`src/rtl/kvlp_pkg.sv`:
```
// ============================================================================
// kvlp_pkg
// Shared constants and controller/datapath interface types for the
// key/value line parser.
// ============================================================================
`default_nettype none

package kvlp_pkg;

  // Default store sizes in characters
  localparam int KEY_MAX_DEF   = 32;
  localparam int VALUE_MAX_DEF = 64;

  // Character codes
  localparam logic [7:0] CH_HASH = 8'h23;
  localparam logic [7:0] CH_EQ   = 8'h3D;
  localparam logic [7:0] CH_LF   = 8'h0A;
  localparam logic [7:0] CH_CR   = 8'h0D;
  localparam logic [7:0] CH_TAB  = 8'h09;
  localparam logic [7:0] CH_SP   = 8'h20;

  // Output word layout
  localparam int CHUNK_W = 64;
  localparam int COUNT_W = 4;
  localparam int OUT_DATA_W = 72;

  // Commands from controller to datapath
  typedef struct packed {
    logic put_key;     // store the input byte as a key character
    logic put_value;   // store the input byte as a value character
    logic clear_line;  // clear both lengths
    logic emit_start;  // begin emission with the first non-empty part
    logic next_part;   // move emission on to the value part
    logic rd_issue;    // read the current chunk from its store
    logic load_out;    // load the current chunk into the output register
    logic idx_inc;     // advance to the next chunk of the part
  } cmd_t;

  // Status from datapath to controller
  typedef struct packed {
    logic is_drop;       // carriage return, space or tab
    logic is_nl;
    logic is_hash;
    logic is_eq;
    logic part;          // part under emission: 0 key, 1 value
    logic last_of_part;  // current chunk closes its part
    logic out_free;      // output register can take a word this cycle
  } sts_t;

endpackage

`default_nettype wire

```
`src/rtl/kvlp_ram.sv`:
```
// ============================================================================
// kvlp_ram
// Generic single-write, single-read RAM with registered read data.
// ============================================================================
`default_nettype none

module kvlp_ram #(
  parameter int WIDTH = 64,
  parameter int DEPTH = 4
) (
  input  wire logic                                  clk,
  input  wire logic                                  we,
  input  wire logic [(DEPTH > 1 ? $clog2(DEPTH) : 1)-1:0] waddr,
  input  wire logic [WIDTH-1:0]                      wdata,
  input  wire logic                                  re,
  input  wire logic [(DEPTH > 1 ? $clog2(DEPTH) : 1)-1:0] raddr,
  output logic      [WIDTH-1:0]                      rdata
);

  logic [WIDTH-1:0] mem [DEPTH];

  // Write port and registered read port
  always_ff @(posedge clk) begin
    if (we) begin
      mem[waddr] <= wdata;
    end
    if (re) begin
      rdata <= mem[raddr];
    end
  end

endmodule

`default_nettype wire

```
`src/rtl/kvlp_datapath.sv`:
```
// ============================================================================
// kvlp_datapath
// Character classification, key and value stores, chunk selection and the
// output register of the key/value line parser.
// ============================================================================
`default_nettype none

module kvlp_datapath #(
  parameter int KEY_MAX   = kvlp_pkg::KEY_MAX_DEF,
  parameter int VALUE_MAX = kvlp_pkg::VALUE_MAX_DEF
) (
  input  wire logic                              clk,
  input  wire logic                              rst,
  input  wire logic [7:0]                        byte_in,
  input  wire kvlp_pkg::cmd_t                    cmd,
  output kvlp_pkg::sts_t                         sts,
  output logic                                   m_tvalid,
  input  wire logic                              m_tready,
  output logic [kvlp_pkg::OUT_DATA_W-1:0]        m_tdata,
  output logic                                   m_tlast,
  output logic                                   m_tuser
);

  import kvlp_pkg::*;

  localparam int KW  = (KEY_MAX + 7) / 8;
  localparam int VW  = (VALUE_MAX + 7) / 8;
  localparam int MW  = (KW > VW) ? KW : VW;
  localparam int KAW = (KW > 1) ? $clog2(KW) : 1;
  localparam int VAW = (VW > 1) ? $clog2(VW) : 1;
  localparam int IW  = $clog2(MW + 1);
  localparam int KLW = $clog2(KEY_MAX + 1);
  localparam int VLW = $clog2(VALUE_MAX + 1);

  logic [KLW-1:0]     key_len;
  logic [VLW-1:0]     val_len;
  logic [CHUNK_W-1:0] key_word;
  logic [CHUNK_W-1:0] val_word;
  logic [CHUNK_W-1:0] key_word_next;
  logic [CHUNK_W-1:0] val_word_next;
  logic [CHUNK_W-1:0] key_rd;
  logic [CHUNK_W-1:0] val_rd;
  logic               part;
  logic [IW-1:0]      idx;
  logic [2:0]         key_lane;
  logic [2:0]         val_lane;
  logic               key_put_ok;
  logic               val_put_ok;
  logic [IW-1:0]      nfull;
  logic [IW-1:0]      idx_end;
  logic [2:0]         rem;
  logic               from_ram;
  logic [CHUNK_W-1:0] chunk_sel;
  logic [COUNT_W-1:0] count_sel;

  // Classify the input character
  assign sts.is_drop = (byte_in == CH_CR) || (byte_in == CH_SP) || (byte_in == CH_TAB);
  assign sts.is_nl   = (byte_in == CH_LF);
  assign sts.is_hash = (byte_in == CH_HASH);
  assign sts.is_eq   = (byte_in == CH_EQ);

  // Assemble characters into the open word, clearing it at lane zero
  assign key_lane   = key_len[2:0];
  assign val_lane   = val_len[2:0];
  assign key_put_ok = cmd.put_key && (key_len < KLW'(KEY_MAX));
  assign val_put_ok = cmd.put_value && (val_len < VLW'(VALUE_MAX));

  always_comb begin
    key_word_next = ((key_lane == 3'd0) ? '0 : key_word)
                    | (CHUNK_W'(byte_in) << {key_lane, 3'b000});
    val_word_next = ((val_lane == 3'd0) ? '0 : val_word)
                    | (CHUNK_W'(byte_in) << {val_lane, 3'b000});
  end

  // Hold lengths and open words
  always_ff @(posedge clk) begin
    if (rst) begin
      key_len <= '0;
      val_len <= '0;
    end else if (cmd.clear_line) begin
      key_len <= '0;
      val_len <= '0;
    end else begin
      if (key_put_ok) begin
        key_len <= key_len + 1'b1;
      end
      if (val_put_ok) begin
        val_len <= val_len + 1'b1;
      end
    end
  end

  always_ff @(posedge clk) begin
    if (key_put_ok) begin
      key_word <= key_word_next;
    end
    if (val_put_ok) begin
      val_word <= val_word_next;
    end
  end

  // Full words go to the stores
  kvlp_ram #(.WIDTH(CHUNK_W), .DEPTH(KW)) u_key_ram (
    .clk   (clk),
    .we    (key_put_ok && (key_lane == 3'd7)),
    .waddr (KAW'(key_len >> 3)),
    .wdata (key_word_next),
    .re    (cmd.rd_issue && !part),
    .raddr (idx[KAW-1:0]),
    .rdata (key_rd)
  );

  kvlp_ram #(.WIDTH(CHUNK_W), .DEPTH(VW)) u_val_ram (
    .clk   (clk),
    .we    (val_put_ok && (val_lane == 3'd7)),
    .waddr (VAW'(val_len >> 3)),
    .wdata (val_word_next),
    .re    (cmd.rd_issue && part),
    .raddr (idx[VAW-1:0]),
    .rdata (val_rd)
  );

  // Emission position
  always_ff @(posedge clk) begin
    if (rst) begin
      part <= 1'b0;
      idx  <= '0;
    end else if (cmd.emit_start) begin
      part <= (key_len == '0);
      idx  <= '0;
    end else if (cmd.next_part) begin
      part <= 1'b1;
      idx  <= '0;
    end else if (cmd.idx_inc) begin
      idx <= idx + 1'b1;
    end
  end

  // Work out the current chunk: full words from a store, the tail from
  // the open word, and an empty chunk for an empty value
  always_comb begin
    nfull    = part ? IW'(val_len >> 3) : IW'(key_len >> 3);
    rem      = part ? val_lane : key_lane;
    idx_end  = ((rem != 3'd0) || (nfull == '0)) ? nfull : (nfull - 1'b1);
    from_ram = (idx < nfull);
    if (from_ram) begin
      chunk_sel = part ? val_rd : key_rd;
      count_sel = COUNT_W'(8);
    end else if (rem != 3'd0) begin
      chunk_sel = part ? val_word : key_word;
      count_sel = {1'b0, rem};
    end else begin
      chunk_sel = '0;
      count_sel = '0;
    end
  end

  assign sts.part         = part;
  assign sts.last_of_part = (idx == idx_end);
  assign sts.out_free     = !m_tvalid || m_tready;

  // Output register
  always_ff @(posedge clk) begin
    if (rst) begin
      m_tvalid <= 1'b0;
    end else if (cmd.load_out) begin
      m_tvalid <= 1'b1;
    end else if (m_tready) begin
      m_tvalid <= 1'b0;
    end
  end

  always_ff @(posedge clk) begin
    if (cmd.load_out) begin
      m_tdata <= {{(OUT_DATA_W - CHUNK_W - COUNT_W){1'b0}}, count_sel, chunk_sel};
      m_tlast <= part && (idx == idx_end);
      m_tuser <= part;
    end
  end

endmodule

`default_nettype wire

```
`src/rtl/kvlp_ctrl.sv`:
```
// ============================================================================
// kvlp_ctrl
// Line state machine and chunk emission sequencer of the key/value line
// parser.
// ============================================================================
`default_nettype none

module kvlp_ctrl (
  input  wire logic           clk,
  input  wire logic           rst,
  input  wire logic           s_tvalid,
  output logic                s_tready,
  output kvlp_pkg::cmd_t      cmd,
  input  wire kvlp_pkg::sts_t sts
);

  import kvlp_pkg::*;

  typedef enum logic [5:0] {
    ST_START   = 6'b000001,
    ST_COMMENT = 6'b000010,
    ST_KEY     = 6'b000100,
    ST_VALUE   = 6'b001000,
    ST_RD      = 6'b010000,
    ST_LOAD    = 6'b100000
  } state_t;

  state_t state;
  state_t state_next;
  logic   take;

  assign s_tready = (state == ST_START) || (state == ST_COMMENT)
                    || (state == ST_KEY) || (state == ST_VALUE);
  assign take     = s_tvalid && s_tready && !sts.is_drop;

  // Decide the next state and the datapath commands
  always_comb begin
    state_next = state;
    cmd        = '0;
    unique case (state)
      ST_START, ST_COMMENT, ST_KEY, ST_VALUE: begin
        if (take) begin
          if (sts.is_nl) begin
            if (state == ST_VALUE) begin
              cmd.emit_start = 1'b1;
              state_next     = ST_RD;
            end else begin
              cmd.clear_line = 1'b1;
              state_next     = ST_START;
            end
          end else begin
            priority if (state == ST_START) begin
              if (sts.is_hash) begin
                state_next = ST_COMMENT;
              end else begin
                cmd.put_key = 1'b1;
                state_next  = ST_KEY;
              end
            end else if (state == ST_KEY) begin
              if (sts.is_eq) begin
                state_next = ST_VALUE;
              end else begin
                cmd.put_key = 1'b1;
              end
            end else if (state == ST_VALUE) begin
              cmd.put_value = 1'b1;
            end else begin
              state_next = ST_COMMENT;
            end
          end
        end
      end
      ST_RD: begin
        cmd.rd_issue = 1'b1;
        state_next   = ST_LOAD;
      end
      ST_LOAD: begin
        if (sts.out_free) begin
          cmd.load_out = 1'b1;
          if (sts.last_of_part) begin
            if (!sts.part) begin
              cmd.next_part = 1'b1;
              state_next    = ST_RD;
            end else begin
              cmd.clear_line = 1'b1;
              state_next     = ST_START;
            end
          end else begin
            cmd.idx_inc = 1'b1;
            state_next  = ST_RD;
          end
        end
      end
      default: begin
        state_next = ST_START;
      end
    endcase
  end

  always_ff @(posedge clk) begin
    if (rst) begin
      state <= ST_START;
    end else begin
      state <= state_next;
    end
  end

endmodule

`default_nettype wire

```
`src/rtl/key_value_line_parser_unit.sv`:
```
// ============================================================================
// key_value_line_parser_unit
// Parses configuration text a character at a time and emits the key and
// value of each pair as words of up to eight characters.
// ============================================================================
//
//  channel | dir | tdata (low bit up)                 | tuser | tlast
//  s_      | in  | byte_req[7:0]                      | -     | -
//  m_      | out | chunk[63:0], valid_bytes[67:64]    | part  | last
//
//  One text byte is taken per cycle while a line is being parsed.
//  A newline that closes a key/value pair holds s_tready low while the
//  words go out: each word takes a store read, then an output load, as
//  the key and value stores have registered reads, and m_tready can
//  stall the load.
//  Reset is synchronous; the stores need no clearing pass after it.
//
`default_nettype none

module key_value_line_parser_unit #(
  parameter int KEY_MAX   = kvlp_pkg::KEY_MAX_DEF,
  parameter int VALUE_MAX = kvlp_pkg::VALUE_MAX_DEF
) (
  input  wire logic                         clk,
  input  wire logic                         rst,
  input  wire logic                         s_tvalid,
  output logic                              s_tready,
  input  wire logic [7:0]                   s_tdata,   // byte_req[7:0]
  output logic                              m_tvalid,
  input  wire logic                         m_tready,
  output logic [kvlp_pkg::OUT_DATA_W-1:0]   m_tdata,   // chunk[63:0], valid_bytes[67:64]
  output logic                              m_tlast,
  output logic                              m_tuser    // part
);

  import kvlp_pkg::*;

  cmd_t cmd;
  sts_t sts;

  kvlp_ctrl u_ctrl (
    .clk      (clk),
    .rst      (rst),
    .s_tvalid (s_tvalid),
    .s_tready (s_tready),
    .cmd      (cmd),
    .sts      (sts)
  );

  kvlp_datapath #(
    .KEY_MAX   (KEY_MAX),
    .VALUE_MAX (VALUE_MAX)
  ) u_datapath (
    .clk      (clk),
    .rst      (rst),
    .byte_in  (s_tdata),
    .cmd      (cmd),
    .sts      (sts),
    .m_tvalid (m_tvalid),
    .m_tready (m_tready),
    .m_tdata  (m_tdata),
    .m_tlast  (m_tlast),
    .m_tuser  (m_tuser)
  );

  // An empty word only closes an empty value
  a_empty_is_final: assert property (@(posedge clk) disable iff (rst)
    (m_tvalid && (m_tdata[67:64] == 4'd0)) |-> (m_tlast && m_tuser))
    else $error("empty word outside the final value word");

  // A word never claims more than eight characters
  a_count_range: assert property (@(posedge clk) disable iff (rst)
    m_tvalid |-> (m_tdata[67:64] <= 4'd8))
    else $error("word character count above eight");

  // The final word of a pair is always a value word
  a_last_is_value: assert property (@(posedge clk) disable iff (rst)
    (m_tvalid && m_tlast) |-> m_tuser)
    else $error("final word tagged as key");

  // Text is not taken while a pair is being sent out
  a_no_take_on_load: assert property (@(posedge clk) disable iff (rst)
    cmd.load_out |-> !s_tready)
    else $error("input ready during word emission");

endmodule

`default_nettype wire

```
`config.mk`:
```
export PLATFORM = sky130hd
export DESIGN_NAME = key_value_line_parser_unit
export DESIGN_NICKNAME = d
export VERILOG_FILES = /design/src/rtl/kvlp_pkg.sv /design/src/rtl/kvlp_ram.sv /design/src/rtl/kvlp_datapath.sv /design/src/rtl/kvlp_ctrl.sv /design/src/rtl/key_value_line_parser_unit.sv
export SDC_FILE = /design/constraint.sdc
export NUM_CORES = 1
export LEC_CHECK = 0
export BUFFER_PORTS_ARGS = -buffer_cell sky130_fd_sc_hd__buf_2
export CAP_MARGIN = 20
export CORE_ASPECT_RATIO = 0.8
export CORE_UTILIZATION = 60
export DETAILED_ROUTE_END_ITERATION = 7
export PLACE_DENSITY_LB_ADDON = 0.1
export SYNTH_ARGS = -nofsm -noshare
export SYNTH_HDL_FRONTEND = slang
export SYNTH_SLANG_ARGS = --single-unit
```
`constraint.sdc`:
```
create_clock -name clk -period 18.66 [get_ports clk]
set_input_delay 1.866 -clock clk [delete_from_list [all_inputs] [get_ports clk]]
set_output_delay 1.866 -clock clk [all_outputs]
set_load 0.02 [all_outputs]
```
==> results by group <==
Clocking
  – Root Driver: clkbuf_16
  – Setup Buffers After CTS: 0
  – Number of CTS-inserted buffers: 103
  – CTS tree: built
  – CTS clk-pin slew, worst paths: 0.06 ns
  – Worst-skew pair later-pin latency: 0.67 ns
  – Post-cts repair resize count: 0
  – CTS max path bufs: 3
  – CTS H-tree lvls: 3
  – # clock sinks: 1119
  – Post-CTS Hold Buffers: 0

STA
  – Endpoints failing hold: 0
  – # setup viols final: 0
  – Slew Viols, Final: 0
  – Hold_ws: 0.6025 ns
  – Fin crit share: 29.36%
  – Slew @ Worst Pin: 1.153 ns
  – Setup WS post-layout: 13.18 ns
  – Max Fclk: 182.5 MHz
  – Unrepaired setup endpoints after global routing: false
  – Max_slew headroom: 23.14%
  – Min Tclk post-route: 5.479 ns
  – Skew final: 0.01668 ns
  – Setup_tns: 0 ns

Place
  – Placed cell areas: 44880 sq um
  – Post-place setup slack: 12.60 ns
  – I/O Buffers: 83
  – Post-Place Cells: 3049
  – Post-detail-place hpwl: 57.75 mm
  – GP Congestion: 0.8571

Synthesis
  – Synth Cell Area: 43400 sq um
  – Cell taking the most area after synthesis: edfxtp_1
  – Synth unique cells: 63
  – EDFF count, synth: 1094
  – Synth Flop Type: edfxtp_1
  – Synth top area share: 75.70%
  – Synth Instances: 2130
  – Ranking of synthesized cells by area: edfxtp_1 76%, mux4_2 10%, mux2i_1 3.2%, mux2_2 1.7%, a22o_1 1.5%
  – Synthesis-stage register bit count: 1119
  – Post-synthesis sequential area ratio: 76.85%
  – Synth async-reset ratio: 0%
  – Syn_area_per_cell: 20.37 sq um
  – Ys Warns: 0

GRT
  – Vias in the first global route: 20882
  – Largest net degree at the start of global routing: 150
  – Total global-route track usage: 27.20%
  – Antenna violations before repair: 3
  – First-pass GRT wire length: 142.9 mm
  – Total grt overflow: 0

Power
  – Pwr Density: 112.9 nW/um^2
  – LEAKAGE: 15.89 nW
  – Peak supply drop: 0.06994 mV

Layout
  – Final Instance Area: 48410 sq um
  – Most common cell after layout, fill and taps aside: edfxtp_1
  – Most frequent cells in the layout: 1094 x edfxtp_1, 192 x mux4_2, 139 x mux2i_1, 108 x clkbuf_16, 83 x buf_2
  – Share of cells above drive strength 1: 24.83%
  – Cell Count, Final, Fillers Out: 3248
  – Layout area overhead: 11.54%
  – Nets: 2249

Setup path
  – Crit path required time: 18.95 ns
  – R2r startpoint: u_ctrl.state[0]$_SDFFE_PP1P_
  – Critical path peak fanout: 69
  – Worst R2R Path Depth: 10
  – CP endpoint kind: flop
  – CP Data Arrival Time: 5.77 ns
  – Flop2flop setup slack: 14.38 ns
  – RR Endpoint: u_datapath.u_val_ram.mem[3][36]$_DFFE_PP_
  – Startpoint types: input pin
  – Crit path kind: input pin to flop

Drt
  – Top Metal Used: met5
  – Met1 WL: 42.01 mm
  – WL met2: 45.51 mm
  – Routed wire length per instance: 30.16 um
  – Routed vias/inst: 6.594
  – Total number of vias: 21418
  – Post-route ant nets: 0
  – First DRT Iteration DRCs: 2219
  – DR WL met3: 8.870 mm
  – Drc violations: 0
  – DR pass1 iterations: 7
  – Total wire length: 97.97 mm

Floorplan
  – Die W: 302.7 um
  – Rows: 87
  – Initial Util: 61.15%
  – IO Count: 88
  – Die ar.: 73420 sq um
  – Core Area: 70970 sq um
  – DIE HEIGHT: 242.6 um

Min path
  – Hold/Removal Path Class: flop to flop
  – Hold_sp: u_datapath.val_len[4]$_SDFFE_PP0P_
  – Hold EP: u_datapath.val_len[4]$_SDFFE_PP0P_
  – Hold-critical path depth: 2

Outcome
  – Status: finished, final reports clean

Run
  – Max-cap violations: 0
-- layer usage --
layer  global-route usage, %  vias up
li1                        -     9035
met4                   5.114        2
met3                   7.022      120
met5                       0        -
met1                   41.32    11277
met2                   40.65      984
-- registers in the layout, indices dropped and copies added, names as in the netlist --
register and count:
u_datapath.u_val_ram.mem 512, u_datapath.u_key_ram.mem 256, u_datapath.m_tdata 68, u_datapath.key_word 64, u_datapath.u_key_ram.rdata 64, u_datapath.u_val_ram.rdata 64
u_datapath.val_word 64, u_datapath.val_len 7, u_ctrl.state 6, u_datapath.key_len 6, u_datapath.idx 4, u_datapath.m_tlast 1
u_datapath.m_tuser 1, u_datapath.m_tvalid 1, u_datapath.part 1
-- worst max path at each step --
stage / start / endpoint / slack, ns / cells past startpoint
final: s_tdata[4] / u_datapath.u_val_ram.mem[3][36]$_DFFE_PP_ / 13.18 / 10
after global routing: s_tdata[5] / u_datapath.u_val_ram.mem[3][35]$_DFFE_PP_ / 13.04 / 10
after CTS: s_tdata[5] / u_datapath.u_val_ram.mem[3][27]$_DFFE_PP_ / 13.31 / 10
after detailed placement: s_tdata[5] / u_datapath.u_val_ram.mem[3][33]$_DFFE_PP_ / 12.60 / 10
after global placement: s_tdata[4] / u_datapath.u_val_ram.mem[3][34]$_DFFE_PP_ / 12.65 / 10
after floorplan: s_tdata[3] / u_datapath.u_key_ram.mem[1][0]$_DFFE_PP_ / 8.94 / 7
-- kinds of logic after synthesis --
kind of cell | share of synthesized area (%)
adders and majority gates | 0.3171
DFF | 76.85
muxes | 14.83
and+or+nand+nor | 2.327
other | 0.008641
xor gates and xnor gates | 0.1989
buffers and inverters | 1.453
AOI/OAI and AO/OA | 4.013
-- synth_stat cells, types with 4 or more instances --
library cell,count
a21oi_1,61
nand2b_1,6
o22ai_1,66
buf_1,13
nor2_1,82
a211oi_1,6
nand3_1,16
edfxtp_1,1094
a31oi_1,4
or3_1,4
mux2_2,64
and3_1,13
buf_4,4
clkbuf_1,94
o31ai_1,4
a22o_1,72
inv_1,11
nand4_1,4
nor4_1,6
o21ai_0,11
buf_2,28
nor3_1,22
mux4_2,192
mux2i_1,139
dfxtp_1,25
nand2_1,9
ha_1,11
or4_1,4
xnor2_1,5
-- layout make-up --
type                    count  area (sq um)
flip-flops and latches   1119         33370
fillers                  4448         22570
inverters                  13         52.55
clock inverters            66         630.6
clock buffers             125          2766
multi-input cells         860          9538
diodes                      2         5.005
repair buffers            129         878.3
well taps                 934          1169
-- power by group --
part / switching, mW / internal, mW
clock network: 0.893 / 1.22
registers: 0.0482 / 2.90
logic: 0.296 / 0.111
-- critical path, stage by stage --
cell	delay [ns]
buf_2	0.55
nor2_1	0.15
nand4b_1	0.20
and3_1	0.28
nand4_1	0.53
clkinv_2	0.18
buf_4	0.81
nand2_1	0.22
nor3_2	0.25
buf_4	0.56
-- per-stage QoR --
stage               util, %  power (mW)
floorplan                 -       3.233
global placement      63.21       3.372
detailed placement    63.23       3.386
CTS                   68.02       5.475
global route          68.20       5.609
finish                68.20       5.463
Note: power is estimated with default switching activity, not from simulation.
